$ cat config.mk
export PLATFORM = sky130hd
export DESIGN_NAME = sprite_pixel_blend_dither_core_flat
export DESIGN_NICKNAME = d
export VERILOG_FILES = /design/src/design/spbd_pkg.sv /design/src/design/spbd_in_if.sv /design/src/design/spbd_out_if.sv /design/src/design/spbd_position.sv /design/src/design/spbd_blend.sv /design/src/design/sprite_pixel_blend_dither_core.sv /design/src/flat_wrapper.sv
export SDC_FILE = /design/constraint.sdc
export NUM_CORES = 1
export LEC_CHECK = 0
export BUFFER_PORTS_ARGS = -buffer_cell sky130_fd_sc_hd__buf_4
export CORE_MARGIN = 2
export CORE_UTILIZATION = 60
export DETAILED_ROUTE_END_ITERATION = 6
export PLACE_DENSITY = 0.86
export SLEW_MARGIN = 10
export SYNTH_ARGS = -nofsm -noshare
export SYNTH_HDL_FRONTEND = slang
export SYNTH_SLANG_ARGS = --single-unit
export TNS_END_PERCENT = 30
$ cat constraint.sdc
create_clock -name clk -period 4.7 [get_ports clk]
set_input_delay 0.94 -clock clk [delete_from_list [all_inputs] [get_ports clk]]
set_output_delay 0.94 -clock clk [all_outputs]
set_load 0.05 [all_outputs]
$ cat src/design/spbd_pkg.sv
// Package for the sprite pixel blend and dither core.
// Holds the blend mode codes, register indexes, dither patterns and shared types.
// No dependencies.
package spbd_pkg;

    localparam int PIXEL_W = 32;
    localparam int MODE_W  = 4;
    localparam int COL_W   = 3;
    localparam int ROW_W   = 2;
    localparam int CFG_IDX_W  = 3;
    localparam int CFG_DATA_W = 32;

    typedef logic [MODE_W-1:0]     mode_t;
    typedef logic [PIXEL_W-1:0]    pixel_t;
    typedef logic [CFG_IDX_W-1:0]  cfg_idx_t;

    // Blend mode codes.
    localparam mode_t MODE_OPAQUE  = 4'd0;
    localparam mode_t MODE_KEY     = 4'd1;
    localparam mode_t MODE_HALF    = 4'd2;
    localparam mode_t MODE_MASK    = 4'd3;
    localparam mode_t MODE_DITHER1 = 4'd4;
    localparam mode_t MODE_DITHER2 = 4'd5;
    localparam mode_t MODE_DITHER3 = 4'd6;
    localparam mode_t MODE_DITHER4 = 4'd7;
    localparam mode_t MODE_DITHER5 = 4'd8;

    // Configuration register indexes.
    localparam cfg_idx_t CFG_BLEND_MODE  = 3'd0;
    localparam cfg_idx_t CFG_FILL_COLOUR = 3'd1;
    localparam cfg_idx_t CFG_KEY_COLOUR  = 3'd2;
    localparam cfg_idx_t CFG_PHASE_X     = 3'd3;
    localparam cfg_idx_t CFG_PHASE_Y     = 3'd4;

    // Each byte lane is halved to seven bits; the top byte is dropped.
    localparam logic [23:0] HALF_MASK = 24'h7f7f7f;

    localparam pixel_t DITHER_SPARSE = 32'h44001100;
    localparam pixel_t DITHER_LIGHT  = 32'h55005500;
    localparam pixel_t DITHER_CHECK  = 32'h55aa55aa;

    // Dither position: bit index is col + 8 * row.
    typedef struct packed {
        logic [ROW_W-1:0] row;
        logic [COL_W-1:0] col;
    } pos_t;

    // The five 8x4 ordered-dither patterns, from sparse to dense.
    function automatic pixel_t dither_pattern(input logic [2:0] idx);
        pixel_t pat;
        begin
            case (idx)
                3'd0:    pat = DITHER_SPARSE;
                3'd1:    pat = DITHER_LIGHT;
                3'd2:    pat = DITHER_CHECK;
                3'd3:    pat = ~DITHER_LIGHT;
                3'd4:    pat = ~DITHER_SPARSE;
                default: pat = DITHER_SPARSE;
            endcase
            return pat;
        end
    endfunction

endpackage

$ cat src/design/spbd_in_if.sv
// Input channel of the sprite pixel blend and dither core: one pixel pair a word.
// Depends on spbd_pkg.
interface spbd_in_if;
    logic                 valid;
    logic                 ready;
    spbd_pkg::pixel_t     source_pixel;
    spbd_pkg::pixel_t     dest_pixel;
    logic                 row_last;
    logic                 sprite_last;

    modport source (output valid, output source_pixel, output dest_pixel,
                    output row_last, output sprite_last, input ready);
    modport sink   (input valid, input source_pixel, input dest_pixel,
                    input row_last, input sprite_last, output ready);
endinterface

$ cat src/design/spbd_out_if.sv
// Output channel of the sprite pixel blend and dither core: one blended pixel a word.
// Depends on spbd_pkg.
interface spbd_out_if;
    logic             valid;
    logic             ready;
    spbd_pkg::pixel_t out_pixel;

    modport source (output valid, output out_pixel, input ready);
    modport sink   (input valid, input out_pixel, output ready);
endinterface

$ cat src/design/spbd_position.sv
// Dither position counters: column and row phase within the sprite.
// Depends on spbd_pkg.
module spbd_position
(
    input  logic          clk,
    input  logic          rst_n,
    input  logic          advance,
    input  logic          row_last,
    input  logic          sprite_last,
    output spbd_pkg::pos_t pos
);

    logic [spbd_pkg::COL_W-1:0] column_phase_reg;
    logic [spbd_pkg::COL_W-1:0] column_phase_next;
    logic [spbd_pkg::ROW_W-1:0] row_phase_reg;
    logic [spbd_pkg::ROW_W-1:0] row_phase_next;

    always_comb
    begin
        column_phase_next = column_phase_reg;
        row_phase_next    = row_phase_reg;
        if (advance)
        begin
            if (sprite_last)
            begin
                column_phase_next = '0;
                row_phase_next    = '0;
            end
            else if (row_last)
            begin
                column_phase_next = '0;
                row_phase_next    = row_phase_reg + 1'b1;
            end
            else
            begin
                column_phase_next = column_phase_reg + 1'b1;
            end
        end
    end

    always_ff @(posedge clk or negedge rst_n)
    begin
        if (!rst_n)
        begin
            column_phase_reg <= '0;
            row_phase_reg    <= '0;
        end
        else
        begin
            column_phase_reg <= column_phase_next;
            row_phase_reg    <= row_phase_next;
        end
    end

    assign pos.col = column_phase_reg;
    assign pos.row = row_phase_reg;

endmodule

$ cat src/design/spbd_blend.sv
// Blend datapath: picks the output pixel for one pixel pair under the current mode.
// Depends on spbd_pkg.
module spbd_blend
(
    input  spbd_pkg::mode_t  mode,
    input  spbd_pkg::pixel_t fill_colour,
    input  spbd_pkg::pixel_t key_colour,
    input  spbd_pkg::pixel_t source_pixel,
    input  spbd_pkg::pixel_t dest_pixel,
    input  spbd_pkg::pos_t   pos,
    output spbd_pkg::pixel_t out_pixel
);

    logic              keyed;
    logic [23:0]       half_sum;
    spbd_pkg::mode_t   pat_sel;
    spbd_pkg::pixel_t  pattern;
    logic              pat_on;

    assign keyed = (source_pixel == key_colour);

    // Each lane is at most 0x7f, so the lane sums never carry into a neighbor.
    assign half_sum = (source_pixel[24:1] & spbd_pkg::HALF_MASK)
                    + (dest_pixel[24:1] & spbd_pkg::HALF_MASK);

    assign pat_sel = mode - spbd_pkg::MODE_DITHER1;
    assign pattern = spbd_pkg::dither_pattern(pat_sel[2:0]);
    assign pat_on  = pattern[pos];

    always_comb
    begin
        case (mode)
            spbd_pkg::MODE_KEY:
                out_pixel = keyed ? dest_pixel : source_pixel;
            spbd_pkg::MODE_HALF:
                out_pixel = keyed ? dest_pixel : {8'd0, half_sum};
            spbd_pkg::MODE_MASK:
                out_pixel = keyed ? dest_pixel : fill_colour;
            spbd_pkg::MODE_DITHER1, spbd_pkg::MODE_DITHER2, spbd_pkg::MODE_DITHER3,
            spbd_pkg::MODE_DITHER4, spbd_pkg::MODE_DITHER5:
                out_pixel = (keyed || !pat_on) ? dest_pixel : source_pixel;
            default:
                out_pixel = source_pixel;
        endcase
    end

endmodule

$ cat src/design/sprite_pixel_blend_dither_core.sv
// Top level of the sprite pixel blend and dither core.
// Depends on spbd_pkg, spbd_in_if, spbd_out_if, spbd_position and spbd_blend.
//
// Usage:
// Pixel pairs enter on pix_in in raster order, one word per pair: the sprite
// pixel, the framebuffer pixel beneath it, and row-end and sprite-end marks.
// Each word gives exactly one blended pixel word on pix_out, in order.
// The blend is chosen by five registers written through cfg_we, cfg_index and
// cfg_wdata; write them only while no pixel is in flight.
// An input register captures the pair and its dither position, and the blend
// logic works between it and the output register. A new word is accepted every
// cycle while the receiver takes words. When the receiver stalls, the output
// register holds its word and the input register fills; pix_in.ready drops
// only when both are full, so no word is lost or repeated and full rate resumes
// as soon as the receiver takes a word.
// Reset clears both pipeline stages, the dither counters and all registers
// (mode opaque, colours zero, phases zero).
// The dither column counter wraps every 8 pixels, the row counter every 4 rows;
// the sprite-end mark clears both and takes priority over the row-end mark.
module sprite_pixel_blend_dither_core
(
    input  logic                           clk,
    input  logic                           rst_n,
    input  logic                           cfg_we,
    input  spbd_pkg::cfg_idx_t             cfg_index,
    input  logic [spbd_pkg::CFG_DATA_W-1:0] cfg_wdata,
    spbd_in_if.sink                        pix_in,
    spbd_out_if.source                     pix_out
);

    // Configuration registers.
    spbd_pkg::mode_t  blend_mode_reg;
    spbd_pkg::pixel_t fill_colour_reg;
    spbd_pkg::pixel_t key_colour_reg;
    logic             phase_x_reg;
    logic             phase_y_reg;

    always_ff @(posedge clk or negedge rst_n)
    begin
        if (!rst_n)
        begin
            blend_mode_reg  <= spbd_pkg::MODE_OPAQUE;
            fill_colour_reg <= '0;
            key_colour_reg  <= '0;
            phase_x_reg     <= 1'b0;
            phase_y_reg     <= 1'b0;
        end
        else if (cfg_we)
        begin
            case (cfg_index)
                spbd_pkg::CFG_BLEND_MODE:  blend_mode_reg  <= cfg_wdata[spbd_pkg::MODE_W-1:0];
                spbd_pkg::CFG_FILL_COLOUR: fill_colour_reg <= cfg_wdata;
                spbd_pkg::CFG_KEY_COLOUR:  key_colour_reg  <= cfg_wdata;
                spbd_pkg::CFG_PHASE_X:     phase_x_reg     <= cfg_wdata[0];
                spbd_pkg::CFG_PHASE_Y:     phase_y_reg     <= cfg_wdata[0];
                default:                   ;
            endcase
        end
    end

    // Handshake control for the two pipeline stages.
    logic in_accept;
    logic s1_advance;
    logic s1_valid_reg;
    logic out_valid_reg;

    assign s1_advance   = s1_valid_reg && (!out_valid_reg || pix_out.ready);
    assign pix_in.ready = !s1_valid_reg || s1_advance;
    assign in_accept    = pix_in.valid && pix_in.ready;

    // Dither position counters advance once per accepted word.
    spbd_pkg::pos_t raw_pos;

    spbd_position u_position
    (
        .clk         (clk),
        .rst_n       (rst_n),
        .advance     (in_accept),
        .row_last    (pix_in.row_last),
        .sprite_last (pix_in.sprite_last),
        .pos         (raw_pos)
    );

    // The origin parities flip only the low bit of column and row.
    spbd_pkg::pos_t pos_in;

    assign pos_in.col = raw_pos.col ^ {{(spbd_pkg::COL_W-1){1'b0}}, phase_x_reg};
    assign pos_in.row = raw_pos.row ^ {{(spbd_pkg::ROW_W-1){1'b0}}, phase_y_reg};

    // Input register stage.
    spbd_pkg::pixel_t s1_src_reg;
    spbd_pkg::pixel_t s1_dst_reg;
    spbd_pkg::pos_t   s1_pos_reg;

    always_ff @(posedge clk or negedge rst_n)
    begin
        if (!rst_n)
        begin
            s1_valid_reg <= 1'b0;
        end
        else if (pix_in.ready)
        begin
            s1_valid_reg <= pix_in.valid;
        end
    end

    always_ff @(posedge clk)
    begin
        if (in_accept)
        begin
            s1_src_reg <= pix_in.source_pixel;
            s1_dst_reg <= pix_in.dest_pixel;
            s1_pos_reg <= pos_in;
        end
    end

    // Blend logic between the input and output registers.
    spbd_pkg::pixel_t blend_pixel;

    spbd_blend u_blend
    (
        .mode         (blend_mode_reg),
        .fill_colour  (fill_colour_reg),
        .key_colour   (key_colour_reg),
        .source_pixel (s1_src_reg),
        .dest_pixel   (s1_dst_reg),
        .pos          (s1_pos_reg),
        .out_pixel    (blend_pixel)
    );

    // Output register stage.
    spbd_pkg::pixel_t out_pixel_reg;

    always_ff @(posedge clk or negedge rst_n)
    begin
        if (!rst_n)
        begin
            out_valid_reg <= 1'b0;
        end
        else if (!out_valid_reg || pix_out.ready)
        begin
            out_valid_reg <= s1_valid_reg;
        end
    end

    always_ff @(posedge clk)
    begin
        if (s1_advance)
        begin
            out_pixel_reg <= blend_pixel;
        end
    end

    assign pix_out.valid     = out_valid_reg;
    assign pix_out.out_pixel = out_pixel_reg;

    // A word accepted at the input always lands in the input stage.
    a_accept_fills_s1: assert property (@(posedge clk) disable iff (!rst_n)
        in_accept |=> s1_valid_reg)
        else $error("accepted word did not reach the input stage");

    // A word leaving the input stage always lands in the output register.
    a_advance_fills_out: assert property (@(posedge clk) disable iff (!rst_n)
        s1_advance |=> out_valid_reg)
        else $error("input stage word did not reach the output register");

    // With both stages full and the receiver stalled, the input stage holds.
    a_stall_holds_s1: assert property (@(posedge clk) disable iff (!rst_n)
        (s1_valid_reg && out_valid_reg && !pix_out.ready)
            |=> (s1_valid_reg && $stable(s1_src_reg) && $stable(s1_dst_reg)))
        else $error("input stage changed while stalled");

    // The sprite-end mark clears both dither counters.
    a_sprite_end_clears: assert property (@(posedge clk) disable iff (!rst_n)
        (in_accept && pix_in.sprite_last) |=> (raw_pos.col == '0 && raw_pos.row == '0))
        else $error("sprite end did not clear the dither counters");

endmodule
$ cat src/flat_wrapper.sv
// flat-port wrapper written by rule: the top's interface ports become plain ports
module sprite_pixel_blend_dither_core_flat 
  (clk, rst_n, cfg_we, cfg_index, cfg_wdata, pix_in_valid, pix_in_source_pixel, pix_in_dest_pixel, pix_in_row_last, pix_in_sprite_last, pix_in_ready, pix_out_valid, pix_out_out_pixel, pix_out_ready);
  spbd_in_if pix_in_i ();
  spbd_out_if pix_out_i ();
  input  logic clk;
  input  logic rst_n;
  input  logic cfg_we;
  input  spbd_pkg::cfg_idx_t cfg_index;
  input  logic [spbd_pkg::CFG_DATA_W-1:0] cfg_wdata;
  input wire logic [$bits(pix_in_i.valid)-1:0] pix_in_valid;
  input wire logic [$bits(pix_in_i.source_pixel)-1:0] pix_in_source_pixel;
  input wire logic [$bits(pix_in_i.dest_pixel)-1:0] pix_in_dest_pixel;
  input wire logic [$bits(pix_in_i.row_last)-1:0] pix_in_row_last;
  input wire logic [$bits(pix_in_i.sprite_last)-1:0] pix_in_sprite_last;
  output wire logic [$bits(pix_in_i.ready)-1:0] pix_in_ready;
  output wire logic [$bits(pix_out_i.valid)-1:0] pix_out_valid;
  output wire logic [$bits(pix_out_i.out_pixel)-1:0] pix_out_out_pixel;
  input wire logic [$bits(pix_out_i.ready)-1:0] pix_out_ready;
  assign pix_in_i.valid = pix_in_valid;
  assign pix_in_i.source_pixel = pix_in_source_pixel;
  assign pix_in_i.dest_pixel = pix_in_dest_pixel;
  assign pix_in_i.row_last = pix_in_row_last;
  assign pix_in_i.sprite_last = pix_in_sprite_last;
  assign pix_in_ready = pix_in_i.ready;
  assign pix_out_valid = pix_out_i.valid;
  assign pix_out_out_pixel = pix_out_i.out_pixel;
  assign pix_out_i.ready = pix_out_ready;
  sprite_pixel_blend_dither_core u_core (.clk(clk), .rst_n(rst_n), .cfg_we(cfg_we), .cfg_index(cfg_index), .cfg_wdata(cfg_wdata), .pix_in(pix_in_i), .pix_out(pix_out_i));
endmodule
==> results.toml <==
[outcome]
run_status = "finished, final reports clean"

[global_route]
track_usage_pct = 30.0
first_pass_grt_wire_length_um = 32400
antenna_found_initial = 0
grt_overflow = 0
via_count_of_the_first_global_routing_pass = 6056
grt_max_degree = 77

[clock_tree]
cts_repair_resize_count = 0
postCtsSetupBuffers = 0
cts.clk_slew.worst_paths_ns = 0.07
clock_tree.htree_level_count = 4
clk_latency_ns = 0.43
numCtsBuffers = 17
clockBufferDepth = 2
hold_buffers = 0
ctsRootBufferMaster = "clkbuf_16"
clock_sinks = 176
clock_tree_from_tritoncts = "built"

[finish]
layout-drive-gt1-share_pct = 30.4
synthToLayoutAreaGrowth_pct = 23.5
n_antenna_cell = 0
final_design_instance_area_without_fill_mm2 = 0.00994
num-nets-final = 885
area.sequential_mm2 = 0.00490
multiInputGateArea_mm2 = 0.00293
fillCellCount = 810

[setup_path]
worst_setup_path_end_kind = "flop"
timing.critical_path.arrival_ns = 3.84
critical_path.slowest_cell = "o21a_1"
worst_path_largest_cell_delay_ns = 0.67
cp.required_ns = 4.99
cp_top_family = "compound AO/OA/AOI/OAI gates"
cp_num_buf_inv = 1
worstSetupPathType = "reg2reg"
start_kind = "flop"
crit_path_cell_trace = "xor2_1, nor4_1, nand4_2, o22ai_2, o21a_1, buf_4, a221o_1"
worstPathMaxFanout = 17

[flow_run]
max-cap-violations = 0

[timing]
worst_slew_pin_slew_ns = 1.08
report.final.setup_viol = 0
post-route-worst-setup-slack_ns = 1.16
post-route-period-util_pct = 75.4
clock_skew_ns = 0.00879
timing.final.crit_period_ns = 3.54
final.hold.worst_slack_ns = 0.487
setup_tns_ns = 0
maxSlewHeadroom_pct = 27.8
rsz0062_at_grt = "no"
fmaxAchievable_mhz = 282
final_max_slew_viol_count = 0
hold_violations = 0

[pwr]
power_density_mw_per_mm2 = 485
vdd_ir_drop_max_uv = 384
total_leakage_power_uw = 0.00419
finalPower_uw = 4820

[placed_design]
numPortBuffers = 139
placement.setup.worst_slack_ns = 1.30
detailed_place.area_mm2 = 0.00929
detailedPlacementHpwl_um = 13900
routability_congestion_estimate_from_global_placement = 0.956

[floorplanning]
fp.dieH_um = 120
die_x_um = 120
initial_utilization_pct = 61.0
io-pin-count = 140
design.core.area_mm2 = 0.0132
row_count = 42
design.die.area_mm2 = 0.0144

[detailed_routing]
route.final.wire_length_um = 20600
detail_route.vias_per_cell = 6.25
detail_route.first_pass.iterations = 6
ant_nets = 0
drc = 0
dr_total_vias = 5895
wire_per_inst_um = 21.8
drc_violation_total_after_the_first_tritonroute_iteration = 670

[synthesis]
synth.ff_latch_count = 176
number_of_warnings_reported_in_the_yosys_synthesis_log = 0
syn-cell-area_mm2 = 0.00805
synthesis.instances = 608
synth_async_sr_flop_share_pct = 43.2
post_synthesis_area_per_instance_um2 = 13.2
synth-edff-count = 100
mapped_nets = 739
yosys.cell_types.count = 50
yosys_most_used_dff = "edfxtp_1"
synth-seq-area-share_pct = 61.0

[hold_path]
timing.hold.worst.class = "reg2reg"
-- worst paths after layout --
path / slack [ns] / to / cells past startpoint / start
worst max-delay path: 1.16 / u_core.pix_out.out_pixel[6] / 7 / u_core.s1_src_reg[3]
worst min-delay path: 0.49 / u_core.pix_out.valid / 1 / u_core.s1_valid_reg
worst max register to register: 1.16 / u_core.pix_out.out_pixel[6] / 7 / u_core.s1_src_reg[3]
worst min register to register: 0.49 / u_core.pix_out.valid / 1 / u_core.s1_valid_reg
max in group asynchronous: 3.36 / u_core.key_colour_reg[29] / 1 / rst_n
min in group asynchronous: 0.65 / u_core.key_colour_reg[17] / 1 / rst_n
-- worst register-to-register path, cell delays in order (launching register included) --
cell and delay (ns):
edfxtp_1 0.44, xor2_1 0.22, nor4_1 0.57, nand4_2 0.47
o22ai_2 0.43, o21a_1 0.67, buf_4 0.39, a221o_1 0.20
-- cell families (layout without fill, tap and decap cells) --
family / count (synthesis) / in the layout / synth area share, %
adder cells (fa/ha/maj): 25 / 25 / 4.17
AND/OR/NAND/NOR: 104 / 104 / 6.45
buffers and inverters: 54 / 213 / 2.81
multiplexers: 51 / 51 / 7.04
AO/OA/AOI/OAI: 156 / 156 / 14.0
XOR/XNOR: 42 / 42 / 4.57
flip-flops: 176 / 176 / 61.0
-- power by group --
group / switching (uW) / internal [uW]
Clock: 577 / 995
Sequential: 172 / 1920
Combinational: 695 / 457
Total: 1440 / 3370
-- cell usage in the layout (no fill, tap or decap), types with 3 or more instances in the layout --
| master | synthesis | final |
|---|---|---|
| a221o_1 | 29 | 29 |
| a21o_1 | 6 | 6 |
| clkbuf_16 | 0 | 17 |
| fa_1 | 3 | 3 |
| mux2i_1 | 6 | 6 |
| nand2b_1 | 4 | 4 |
| clkbuf_1 | 10 | 4 |
| o21bai_1 | 5 | 5 |
| buf_4 | 0 | 147 |
| o221ai_1 | 4 | 4 |
| a21oi_1 | 22 | 22 |
| o21ai_0 | 44 | 44 |
| dfrtp_1 | 76 | 76 |
| o311ai_0 | 3 | 3 |
| bufinv_16 | 0 | 6 |
| a211oi_1 | 10 | 10 |
| o22ai_1 | 11 | 11 |
| inv_1 | 34 | 33 |
| ha_1 | 22 | 22 |
| mux2_2 | 45 | 45 |
| xor2_1 | 38 | 38 |
| nand2_1 | 41 | 41 |
| edfxtp_1 | 100 | 100 |
| nor4_2 | 4 | 4 |
| nor2_1 | 31 | 29 |
| xnor2_1 | 4 | 4 |
| o21a_1 | 4 | 4 |
| a211o_1 | 5 | 5 |
| nor4_1 | 6 | 6 |
| nor2b_1 | 5 | 5 |
-- final cells by class --
type                            count  share of cell area (%)
Multi-Input combinational cell    378                    29.5
Sequential cell                   176                    49.3
Timing Repair Buffer              147                    11.1
Inverter                           34                    1.28
Tap cell                          176                    2.22
Clock inverter                     11                    2.14
Clock buffer                       21                    4.43
-- routing by layer --
metal  vias up  GRT usage [%]  share of wire [%]
met2       396           48.4                 49
met5         -              0                  0
met4         0           13.2                3.4
met3        67           6.70                9.2
li1       2564              -                  -
met1      2868           39.3                 39
-- stage by stage --
step           utilization (%)  instances
2_1_floorplan                -        608
3_3_place_gp              70.4        911
3_5_place_dp              70.4        911
4_1_cts                   75.4        943
5_1_grt                   75.4        943
6_report                  75.4        943
-- cell usage after synthesis, types with 2 or more instances --
| cell | n | area [um2] |
|---|---|---|
| edfxtp_1 | 100 | 3000 |
| dfrtp_1 | 76 | 1900 |
| mux2_2 | 45 | 507 |
| o21ai_0 | 44 | 220 |
| nand2_1 | 41 | 154 |
| xor2_1 | 38 | 333 |
| inv_1 | 34 | 128 |
| nor2_1 | 31 | 116 |
| a221o_1 | 29 | 290 |
| a21oi_1 | 22 | 110 |
| ha_1 | 22 | 275 |
| o22ai_1 | 11 | 68.8 |
| a211oi_1 | 10 | 75.1 |
| clkbuf_1 | 10 | 37.5 |
| buf_2 | 7 | 35.0 |
| a21o_1 | 6 | 45.0 |
| mux2i_1 | 6 | 60.1 |
| nor4_1 | 6 | 37.5 |
| a211o_1 | 5 | 43.8 |
| nor2b_1 | 5 | 31.3 |
| o21bai_1 | 5 | 37.5 |
| nand2b_1 | 4 | 25.0 |
| nor4_2 | 4 | 50.1 |
| o21a_1 | 4 | 30.0 |
| o221ai_1 | 4 | 35.0 |
| xnor2_1 | 4 | 35.0 |
| fa_1 | 3 | 60.1 |
| o311ai_0 | 3 | 26.3 |
| a2111o_1 | 2 | 22.5 |
| and2_1 | 2 | 12.5 |
| buf_6 | 2 | 22.5 |
| nand3_1 | 2 | 10.0 |
| nand3b_1 | 2 | 15.0 |
| nor3_1 | 2 | 10.0 |
| o21ai_1 | 2 | 10.0 |
Note: power is estimated with default switching activity, not from simulation.
